===== src/hw/rtl/frue_pkg.sv =====
// shared types, constants and byte-order helpers for the flow record update engine
// no dependencies
`default_nettype none

package frue_pkg;

  localparam int SLOT_BITS   = 12;
  localparam int SLOTS       = 1 << SLOT_BITS;
  localparam int HASH_BITS   = 48;
  localparam int MOD_BITS    = 24;
  localparam int MOD_STEPS   = 4;
  localparam int DIV_STEPS   = 64;
  localparam int CNT_BITS    = 12;

  localparam logic [HASH_BITS-1:0] HASH_SEED = HASH_BITS'(5381);
  localparam logic [MOD_BITS-1:0]  HASH_MOD  = MOD_BITS'(10485750);
  // floor(2^48 / HASH_MOD)
  localparam logic [24:0]          HASH_RECIP = 25'd26843571;
  localparam logic [31:0]          KIND_END  = 32'd4;
  localparam logic [29:0]          NS_PER_S  = 30'd1000000000;
  localparam logic [63:0]          INTERVAL_RESET = 64'd1000000000;
  localparam logic [16:0]          LOSS_ONE  = 17'h10000;

  localparam logic [1:0] ST_STALE   = 2'd0;
  localparam logic [1:0] ST_CREATED = 2'd1;
  localparam logic [1:0] ST_UPDATED = 2'd2;

  typedef struct packed {
    logic [31:0] src_ip;
    logic [31:0] dst_ip;
    logic [15:0] sport;
    logic [15:0] dport;
    logic [63:0] stamp_ns;
    logic [63:0] byte_rows_low;
    logic [63:0] byte_rows_high;
    logic [63:0] packet_rows;
    logic [31:0] ack_number;
    logic [31:0] packet_kind;
  } rec_t;

  typedef struct packed {
    logic [1:0]  status;
    logic [11:0] slot_index;
    logic [31:0] total_bytes;
    logic [31:0] total_packets;
    logic        report_valid;
    logic [63:0] throughput_bps;
    logic [16:0] loss_fraction;
    logic        ended;
    logic [63:0] duration_ns;
  } res_t;

  typedef struct packed {
    logic        used;
    logic [63:0] key;
    logic [31:0] ports;
    logic [63:0] start_ns;
    logic [63:0] last_ns;
    logic [63:0] report_ns;
    logic [31:0] last_byte_min;
    logic [15:0] last_packet_min;
    logic [31:0] last_ack;
    logic [31:0] total_bytes;
    logic [31:0] total_packets;
    logic [31:0] reported_bytes;
    logic [31:0] retransmits;
    logic [31:0] interval_packets;
  } slot_t;

  typedef struct packed {
    logic                load;
    logic                hash_step;
    logic                mod_step;
    logic                clear_wr;
    logic                rd;
    logic                upd;
    logic                mul;
    logic                bps_init;
    logic                loss_init;
    logic                div_step;
    logic                bps_save;
    logic                loss_save;
    logic                out_load;
    logic [CNT_BITS-1:0] cnt;
  } cmd_t;

  typedef struct packed {
    logic report;
    logic full;
    logic out_free;
  } sts_t;

  function automatic logic [31:0] swap32(input logic [31:0] x);
    return {x[7:0], x[15:8], x[23:16], x[31:24]};
  endfunction

  function automatic logic [15:0] swap16(input logic [15:0] x);
    return {x[7:0], x[15:8]};
  endfunction

  function automatic logic [63:0] swap64(input logic [63:0] x);
    return {swap32(x[31:0]), swap32(x[63:32])};
  endfunction

endpackage

`default_nettype wire


===== src/hw/rtl/frue_ctrl.sv =====
// controller state machine of the flow record update engine
// depends on frue_pkg; drives commands into frue_dp
`default_nettype none

module frue_ctrl (
  input  wire logic          clk,
  input  wire logic          rst,
  input  wire logic          in_valid,
  output logic               in_ready,
  input  wire frue_pkg::sts_t sts,
  output frue_pkg::cmd_t     cmd
);
  import frue_pkg::*;

  typedef enum logic [12:0] {
    S_CLEAR = 13'b0000000000001,
    S_IDLE  = 13'b0000000000010,
    S_HASH  = 13'b0000000000100,
    S_MOD   = 13'b0000000001000,
    S_READ  = 13'b0000000010000,
    S_UPD   = 13'b0000000100000,
    S_MUL   = 13'b0000001000000,
    S_BINIT = 13'b0000010000000,
    S_BPS   = 13'b0000100000000,
    S_LINIT = 13'b0001000000000,
    S_LOSS  = 13'b0010000000000,
    S_LSAVE = 13'b0100000000000,
    S_DONE  = 13'b1000000000000
  } state_t;

  state_t              state, state_next;
  logic [CNT_BITS-1:0] cnt, cnt_next;

  always_ff @(posedge clk) begin
    if (rst) begin
      state <= S_CLEAR;
      cnt   <= '0;
    end else begin
      state <= state_next;
      cnt   <= cnt_next;
    end
  end

  always_comb begin
    state_next = state;
    cnt_next   = cnt;
    cmd        = '0;
    cmd.cnt    = cnt;
    in_ready   = 1'b0;
    unique case (state)
      S_CLEAR: begin
        cmd.clear_wr = 1'b1;
        cnt_next     = cnt + 1'b1;
        if (cnt == CNT_BITS'(SLOTS - 1)) begin
          cnt_next   = '0;
          state_next = S_IDLE;
        end
      end
      S_IDLE: begin
        in_ready = 1'b1;
        cmd.load = in_valid;
        if (in_valid) begin
          cnt_next   = '0;
          state_next = S_HASH;
        end
      end
      S_HASH: begin
        cmd.hash_step = 1'b1;
        cnt_next      = cnt + 1'b1;
        if (cnt == CNT_BITS'(3)) begin
          cnt_next   = '0;
          state_next = S_MOD;
        end
      end
      S_MOD: begin
        cmd.mod_step = 1'b1;
        cnt_next     = cnt + 1'b1;
        if (cnt == CNT_BITS'(MOD_STEPS - 1)) begin
          cnt_next   = '0;
          state_next = S_READ;
        end
      end
      S_READ: begin
        cmd.rd     = 1'b1;
        state_next = S_UPD;
      end
      S_UPD: begin
        cmd.upd    = 1'b1;
        state_next = S_MUL;
      end
      S_MUL: begin
        cmd.mul    = 1'b1;
        state_next = sts.report ? S_BINIT : S_DONE;
      end
      S_BINIT: begin
        cmd.bps_init = 1'b1;
        cnt_next     = '0;
        state_next   = S_BPS;
      end
      S_BPS: begin
        cmd.div_step = 1'b1;
        cnt_next     = cnt + 1'b1;
        if (cnt == CNT_BITS'(DIV_STEPS - 1)) begin
          cnt_next   = '0;
          state_next = S_LINIT;
        end
      end
      S_LINIT: begin
        cmd.bps_save = 1'b1;
        if (sts.full) begin
          state_next = S_LSAVE;
        end else begin
          cmd.loss_init = 1'b1;
          cnt_next      = '0;
          state_next    = S_LOSS;
        end
      end
      S_LOSS: begin
        cmd.div_step = 1'b1;
        cnt_next     = cnt + 1'b1;
        if (cnt == CNT_BITS'(DIV_STEPS - 1)) begin
          cnt_next   = '0;
          state_next = S_LSAVE;
        end
      end
      S_LSAVE: begin
        cmd.loss_save = 1'b1;
        state_next    = S_DONE;
      end
      S_DONE: begin
        if (sts.out_free) begin
          cmd.out_load = 1'b1;
          state_next   = S_IDLE;
        end
      end
      default: begin
        state_next = S_CLEAR;
        cnt_next   = '0;
      end
    endcase
  end

endmodule

`default_nettype wire


===== config.mk =====
export PLATFORM = sky130hd
export DESIGN_NAME = frue_ctrl
export DESIGN_NICKNAME = d
export VERILOG_FILES = /design/src/hw/rtl/frue_pkg.sv /design/src/hw/rtl/frue_ctrl.sv
export SDC_FILE = /design/constraint.sdc
export NUM_CORES = 1
export LEC_CHECK = 0
export ABC_AREA = 1
export BUFFER_PORTS_ARGS = -buffer_cell sky130_fd_sc_hd__buf_2
export CORE_MARGIN = 1
export CORE_UTILIZATION = 46
export DETAILED_ROUTE_END_ITERATION = 7
export MAX_ROUTING_LAYER = met4
export PLACE_DENSITY = 0.72
export SYNTH_ARGS = -nofsm -noshare
export SYNTH_HDL_FRONTEND = slang
export SYNTH_SLANG_ARGS = --single-unit

===== constraint.sdc =====
create_clock -name clk -period 2.5 [get_ports clk]
set_input_delay 0.25 -clock clk [delete_from_list [all_inputs] [get_ports clk]]
set_output_delay 0.25 -clock clk [all_outputs]
set_load 0.01 [all_outputs]

==> impl_summary.log, run 1 <==
INFO  metric drc_errors = 0
INFO  metric portBuffers = 31
INFO  metric detail_route.first_pass.iterations = 4
INFO  metric detail_route.iter0.violations = 76
INFO  metric hold_path_depth = 2
INFO  metric timing.final.max_slew_violations = 0
INFO  metric ys.warnings.count = 0
INFO  metric cts_buffer_count = 3
INFO  metric worstPathCellList = nor2_2 -> nand2_2 -> nor2_4 -> nand3_1 -> nor2_1 -> buf_2
INFO  metric post_synth_instance_area = 1890 um^2
INFO  metric ios = 32
INFO  metric reg2reg_depth = 12
INFO  metric initial_antenna_violation_count = 0
INFO  metric routed_wl = 4140 um
INFO  metric layout.cells.most_common = nand2_1
INFO  metric synth_top_flop_cell = dfxtp_1
INFO  metric timing.slew.headroom = 63.1%
INFO  metric max_cap_viol_count = 0
INFO  metric grt_pass1_vias = between 1500 and 2000
INFO  metric layoutNonFillerInstCount = around 370
INFO  metric drive_gt1_share = 27.9%
INFO  metric cpMaxStageDelayCell = dfxtp_1
INFO  metric grt_start_max_net_pins = 15
INFO  metric route.vias.total = 1766
INFO  metric clock-sinks = 25
INFO  metric vdd_ir_drop_max = 0.340 mV
INFO  metric netlist-cell-type-count = 30
INFO  metric worst-setup-path-type = reg -> out
INFO  metric postCtsResizedCells = 0
INFO  metric avgViaCountPerCell = 4.81
INFO  metric clkLatencyLatePin = approximately 0.27 ns
INFO  metric post_cts_buffers = 0
INFO  metric floorplan_die_width = 66.0 um
INFO  metric synth_largest_type_area_fraction = 26.5%
INFO  metric final_estimated_routing_congestion_in_global_placement = ~0.93
INFO  metric synth.area.top_cells = dfxtp_1 27%, nand2_1 13%, nor2_1 9.7%, inv_1 7.6%, nand3_1 6.6%
INFO  metric critPathMaxFanout = 8
INFO  metric place_hpwl = 3330 um
INFO  metric clk_pin_slew_worst_paths = 0.09 ns
INFO  metric pwr_density_cell = 954 nW/um^2
INFO  metric globalRouteTotalUtil = 21.7%
INFO  metric cp_slowest_stage_delay = between 0.3 and 0.4 ns
INFO  metric rsz0062_at_grt = no
INFO  metric tritoncts = built
INFO  metric dp.cells = around 360
INFO  metric ctsRootBufferMaster = clkbuf_8
INFO  metric required_arrival_time_at_the_worst_endpoint = 2.25 ns
INFO  metric worstPathArrival = about 1.6 ns
INFO  metric synth-edff-count = 0
INFO  metric detailed_place.area = slightly above 2000 um^2
INFO  metric timing.critical_path.from_type = flop
INFO  metric regToRegEndpoint = cnt[10]
INFO  metric r2r_slack = ~0.66 ns
INFO  metric tns_setup = 0 ns
INFO  metric post-route-cell-area = 2120 um^2
INFO  metric placementRows = 22
INFO  metric commonest_cells_after_routing_fill_and_taps_aside = 66 x nand2_1, 49 x nor2_1, 38 x inv_1
INFO  metric synth.yosys.seq_area_share = 26.5%
INFO  metric cp-end-kind = output pin
INFO  metric design.core.area = 3800 um^2
INFO  metric routedWlPerCell = 11.3 um
INFO  metric finalCritPeriodShare = 73.8%
INFO  metric grt_overflow_total = 0
INFO  metric die_h = 66.0 um
INFO  metric initial_utilization = between 40% and 50%
INFO  metric synthCells = 286
INFO  metric floorplan.die_area = 4360 um^2
INFO  metric critical_path.reg2reg.startpoint = cnt[0]
INFO  metric syn2layout_area_growth = 12.5%
INFO  metric worst_hold_path.endpoint = cnt[3]
INFO  metric hold_path.startpoint = rst
INFO  metric post-synth-top-area-cell = dfxtp_1
INFO  metric status = finished, final reports clean
INFO  metric holdCritPathClass = in -> reg
INFO  metric first_pass_grt_wire_length = 7100 um
INFO  metric max_slew.worst_pin.slew = 0.553 ns
INFO  metric setup-violations-final = 0
INFO  metric hold_slack = about 0.2 ns
INFO  metric hold_viol = 0
INFO  metric cts_hold_repair.buffers = 0
INFO  metric timing.critical_path.from = state[4]
INFO  metric cts.htree.levels = 1
INFO  metric ys_async_sr_fraction = 0%
INFO  metric avgSynthCellArea = 6.60 um^2
INFO  metric antenna_violating_nets_post_route = 0
INFO  metric postSynthRegisterBits = 25
INFO  metric net_count_reported_at_finish = 327
INFO  metric syn_nets = between 200 and 300
INFO  metric finClkSkew = 0.00438 ns
INFO  metric cellLeakagePower = 0.00109 uW
INFO  metric period_needed = 1.84 ns
INFO  metric fmax = approximately 540 MHz
INFO  metric diodes = 0
INFO  metric ctsLongestPathBuffers = 2
[report_power, final]
group | internal, uW | switching (uW)
clock network | 112 | 136
registers | 457 | 56.0
logic | 441 | 825
[layer usage]
metal | part of all wire (%) | up-vias | track usage, %
met5 | 0 | - | -
met4 | 1.4 | 0 | 6.38
met3 | 2.9 | 4 | 2.93
met2 | 45 | 30 | 34.7
met1 | 51 | 775 | 28.5
li1 | - | 957 | -
[registers in the layout, indices dropped and copies added (netlist names)]
signal  count
state      13
cnt        12
[area by class of cell]
| cell class | instances | area, um^2 |
|---|---|---|
| clock buffer | 3 | 41.3 |
| clock inverter | 1 | 5.00 |
| fill | 402 | 1680 |
| inverter | 43 | 164 |
| multi-input combinational | 216 | 1200 |
| sequential | 25 | 500 |
| tap | 48 | 60.1 |
| timing repair buffer | 31 | 155 |
[worst max-delay path, delay by kind of cell (launching register included)]
family / cells / cell delay (ns)
buf+inv: 1 / 0.14
simple gates: 5 / 0.82
flops: 1 / 0.35
[worst max-delay path by stage]
stage / cells past startpoint / endpoint
5_1_grt: 10 / cnt[10]
6_report: 6 / cmd[16]
2_1_floorplan: 12 / cnt[10]
4_1_cts: 6 / cmd[16]
3_3_place_gp: 10 / cnt[5]
3_5_place_dp: 12 / cnt[10]
[through the flow]
step           total power, uW  worst slack [ns]  util, %
2_1_floorplan             1580             0.789        -
3_3_place_gp              1780             0.743     54.7
3_5_place_dp              1800             0.697     54.7
4_1_cts                   2050             0.635     55.9
5_1_grt                   2200             0.455     55.9
6_report                  2030             0.656     55.9
[Yosys cell counts, drive strengths merged (4+ instances only)]
| master | n |
|---|---|
| nand3 | 28 |
| a21oi | 7 |
| nor2 | 71 |
| nor3 | 8 |
| inv | 43 |
| o21ai | 6 |
| nand2 | 85 |
| dfxtp | 25 |
| nand4 | 4 |
[cells by family after synthesis]
kind of cell             synth area share (%)
AND/OR/NAND/NOR                          56.8
AO/OA/AOI/OAI                            5.57
XOR/XNOR                                0.464
buffers and inverters                    10.0
flip-flops                               26.5
adder cells (fa/ha/maj)                 0.663
(Power assumes the default switching activity.)
==> run 2: changes to the inputs <==
--- a/config.mk
+++ b/config.mk
@@ -5,13 +5,13 @@
 export SDC_FILE = /design/constraint.sdc
 export NUM_CORES = 1
 export LEC_CHECK = 0
-export ABC_AREA = 1
+export ABC_AREA = 0
 export BUFFER_PORTS_ARGS = -buffer_cell sky130_fd_sc_hd__buf_2
 export CORE_MARGIN = 1
 export CORE_UTILIZATION = 46
 export DETAILED_ROUTE_END_ITERATION = 7
 export MAX_ROUTING_LAYER = met4
-export PLACE_DENSITY = 0.72
+export PLACE_DENSITY = 0.76
 export SYNTH_ARGS = -nofsm -noshare
 export SYNTH_HDL_FRONTEND = slang
 export SYNTH_SLANG_ARGS = --single-unit
==> constraint.sdc (replaced) <==
create_clock -name clk -period 1.6 [get_ports clk]
set_input_delay 0.16 -clock clk [delete_from_list [all_inputs] [get_ports clk]]
set_output_delay 0.16 -clock clk [all_outputs]
set_load 0.01 [all_outputs]
==> impl_summary.log, run 2 <==
INFO  metric status = finished with violations
INFO  metric violations = setup timing
INFO  metric synth-edff-count = 0
INFO  metric rsz0062_at_grt = yes
INFO  metric synth.yosys.seq_area_share = 29.7%
INFO  metric clkLatencyLatePin = 0.34 ns
INFO  metric cts.htree.levels = 1
INFO  metric required_arrival_time_at_the_worst_endpoint = 1.90 ns
INFO  metric largest_register_ff_count = 13
INFO  metric post_layout_utilization_of_the_core = ~90%
INFO  metric cpMaxStageDelayCell = or4_4
INFO  metric synthTopCellsByCount = 25 x dfxtp_1, 21 x nand2_1, 18 x nor2_1, 10 x o21ai_0, 9 x nor3_1
INFO  metric max_flop_register = state
INFO  metric dp.cells = 327
INFO  metric max_slew.worst_pin.slew = 0.484 ns
INFO  metric holdCritPathClass = in -> reg
INFO  metric grt_pass1_vias = 2154
INFO  metric ctsLongestPathBuffers = 2
INFO  metric cellLeakagePower = 0.00131 uW
INFO  metric drive_gt1_share = 65.6%
INFO  metric routedWlPerCell = ~25 um
INFO  metric seqCellArea = 546 um^2
INFO  metric antenna_violating_nets_post_route = 0
INFO  metric die_h = approximately 62 um
INFO  metric hold_viol = 0
INFO  metric cts_hold_repair.buffers = 0
INFO  metric worstPathCellList = or4_4 -> nor2_1 -> a32oi_4 -> buf_6 -> a221oi_4 -> a21o_1
INFO  metric initial_antenna_violation_count = 0
INFO  metric finClkSkew = 0.00415 ns
INFO  metric place_hpwl = 3770 um
INFO  metric finalCritPeriodShare = 147%
INFO  metric floorplan.die_area = slightly below 4000 um^2
INFO  metric net_count_reported_at_finish = roughly 320
INFO  metric fmax = between 400 and 500 MHz
INFO  metric ctsRootBufferMaster = clkbuf_4
INFO  metric cts_buffer_count = 3
INFO  metric synth.area.top_cells = dfxtp_1 30%, nand2_1 4.7%, nor2_1 4.0%, nor4_4 3.8%, o21ai_0 3.0%
INFO  metric multiInputGateArea = 1470 um^2
INFO  metric pwr_density_cell = 519 nW/um^2
INFO  metric preCtsSetupSlack = -0.549 ns
INFO  metric top_count_cell_post_synth = dfxtp_1
INFO  metric detail_route.first_pass.iterations = 6
INFO  metric placementRows = 21
INFO  metric floorplan_die_width = around 62 um
INFO  metric synth_largest_type_area_fraction = between 20% and 30%
INFO  metric routed_wl = 8910 um
INFO  metric drc_errors = 0
INFO  metric synthCells = 199
INFO  metric post_synth_instance_area = 1680 um^2
INFO  metric detail_route.iter0.violations = 302
INFO  metric cp-end-kind = flop
INFO  metric avgSynthCellArea = about 8.5 um^2
INFO  metric fillerInstances = roughly 120
INFO  metric cp_slowest_stage_delay = between 0.5 and 0.6 ns
INFO  metric netlist-cell-type-count = 53
INFO  metric route.vias.total = approximately 2400
INFO  metric diodes = 0
INFO  metric vdd_ir_drop_max = around 0.67 mV
INFO  metric grt_overflow_total = 0
INFO  metric timing.final.max_slew_violations = 0
INFO  metric largestRegisters = state x13, cnt x12
INFO  metric commonest_cells_after_routing_fill_and_taps_aside = 66 x buf_4, 31 x buf_6, 24 x buf_2
INFO  metric worstPathArrival = 2.66 ns
INFO  metric final_estimated_routing_congestion_in_global_placement = 0.935
INFO  metric postSynthRegisterBits = 25
INFO  metric post-synth-top-area-cell = dfxtp_1
INFO  metric ys_async_sr_fraction = 0%
INFO  metric grt_start_max_net_pins = 15
INFO  metric timing.critical_path.from_type = flop
INFO  metric portBuffers = 31
INFO  metric synth_top_flop_cell = dfxtp_1
INFO  metric first_pass_grt_wire_length = 11000 um
INFO  metric syn2layout_area_growth = 84.9%
INFO  metric layout.cells.most_common = buf_4
INFO  metric timing.slew.headroom = 67.6%
INFO  metric min_setup_slack_post_route = -0.754 ns
INFO  metric initial_utilization = between 40% and 50%
INFO  metric critPathMaxFanout = 5
INFO  metric globalRouteTotalUtil = 37.5%
INFO  metric ys.warnings.count = 0
INFO  metric ios = 32
INFO  metric tritoncts = built
INFO  metric worst-setup-path-type = reg -> reg
INFO  metric max_cap_viol_count = 0
INFO  metric avgViaCountPerCell = about 6.7
INFO  metric clk_pin_slew_worst_paths = 0.15 ns
INFO  metric design.core.area = 3420 um^2
INFO  metric syn_nets = 206
INFO  metric layoutNonFillerInstCount = 360
INFO  metric clock-sinks = 25
INFO  metric tns_setup = -23.82 ns
INFO  metric period_needed = 2.35 ns
INFO  metric setup-violations-final = 39
## run 2: changes by cell type in the layout (fill, tap and decap cells not counted), moves of 20 or more
| cell | delta |
|---|---|
| buf_4 | +66 |
| buf_6 | +31 |
| inv_1 | -33 |
| nand2_1 | -50 |
| nand3_1 | -20 |
| nor2_1 | -33 |
## run 2: cell type report
type                    count  share of cell area (%)
multi-input cells         157                    47.4
clock inverters             1                   0.161
clock buffers               3                   0.724
repair buffers            122                    31.6
flip-flops and latches     25                    17.5
well taps                  46                    1.85
inverters                   6                   0.724
## run 2: final timing paths
check | startpoint | end | slack [ns] | depth (start not counted)
worst max-delay path | state[8] | cnt[6] | -0.75 | 6
worst min-delay path | sts[2] | state[7] | 0.07 | 3
worst max register to register | state[8] | cnt[6] | -0.75 | 6
worst min register to register | state[10] | state[10] | 0.65 | 2
## run 2: cell families (layout without fill, tap and decap cells)
kind of cell	after synthesis	after routing	share of synthesized area [%]
AO/OA/AOI/OAI	35	36	16.3
XOR/XNOR	7	7	3.64
adder cells (fa/ha/maj)	1	1	0.743
buffers and inverters	18	132	6.77
flip-flops	25	25	29.7
multiplexers	2	2	1.26
AND/OR/NAND/NOR	111	111	41.6
## run 2: stage by stage
step	total power, uW	cell area, um^2	hold WS (ns)
2_1_floorplan	874	1750	0.278
6_report	1610	3110	0.0725
3_3_place_gp	1050	2340	0.415
4_1_cts	1460	2800	0.0453
3_5_place_dp	1060	2340	0.412
5_1_grt	1640	3110	0.0699
## run 2: report_power, final
part / leakage, uW / internal [uW] / switching (uW)
logic: 0.00108 / 304 / 343
registers: 0.000211 / 634 / 23.0
clock network: 0.0000177 / 94.5 / 216
## run 2: metal layers
metal	track usage, %	up-vias	part of all wire (%)
met5	-	-	0
met4	15.1	0	8.4
met3	8.03	89	12
met2	63.2	244	45
met1	43.0	1121	35
li1	-	972	-
## run 2: repair_timing
item,CTS,global route
pin swaps,21,23
cloned,1,0
endpoints found under the setup margin,39,39
hold endpoints to repair,0,0
gates resized for setup,75,48
setup buffers,14,19
## run 2: critical path: cells and delay by family, from the launching register on
kind                   cells  cell delay (ns)
buffers and inverters      1             0.22
DFF                        1             0.41
AOI/OAI and AO/OA          3             0.68
and+or+nand+nor            2             1.00
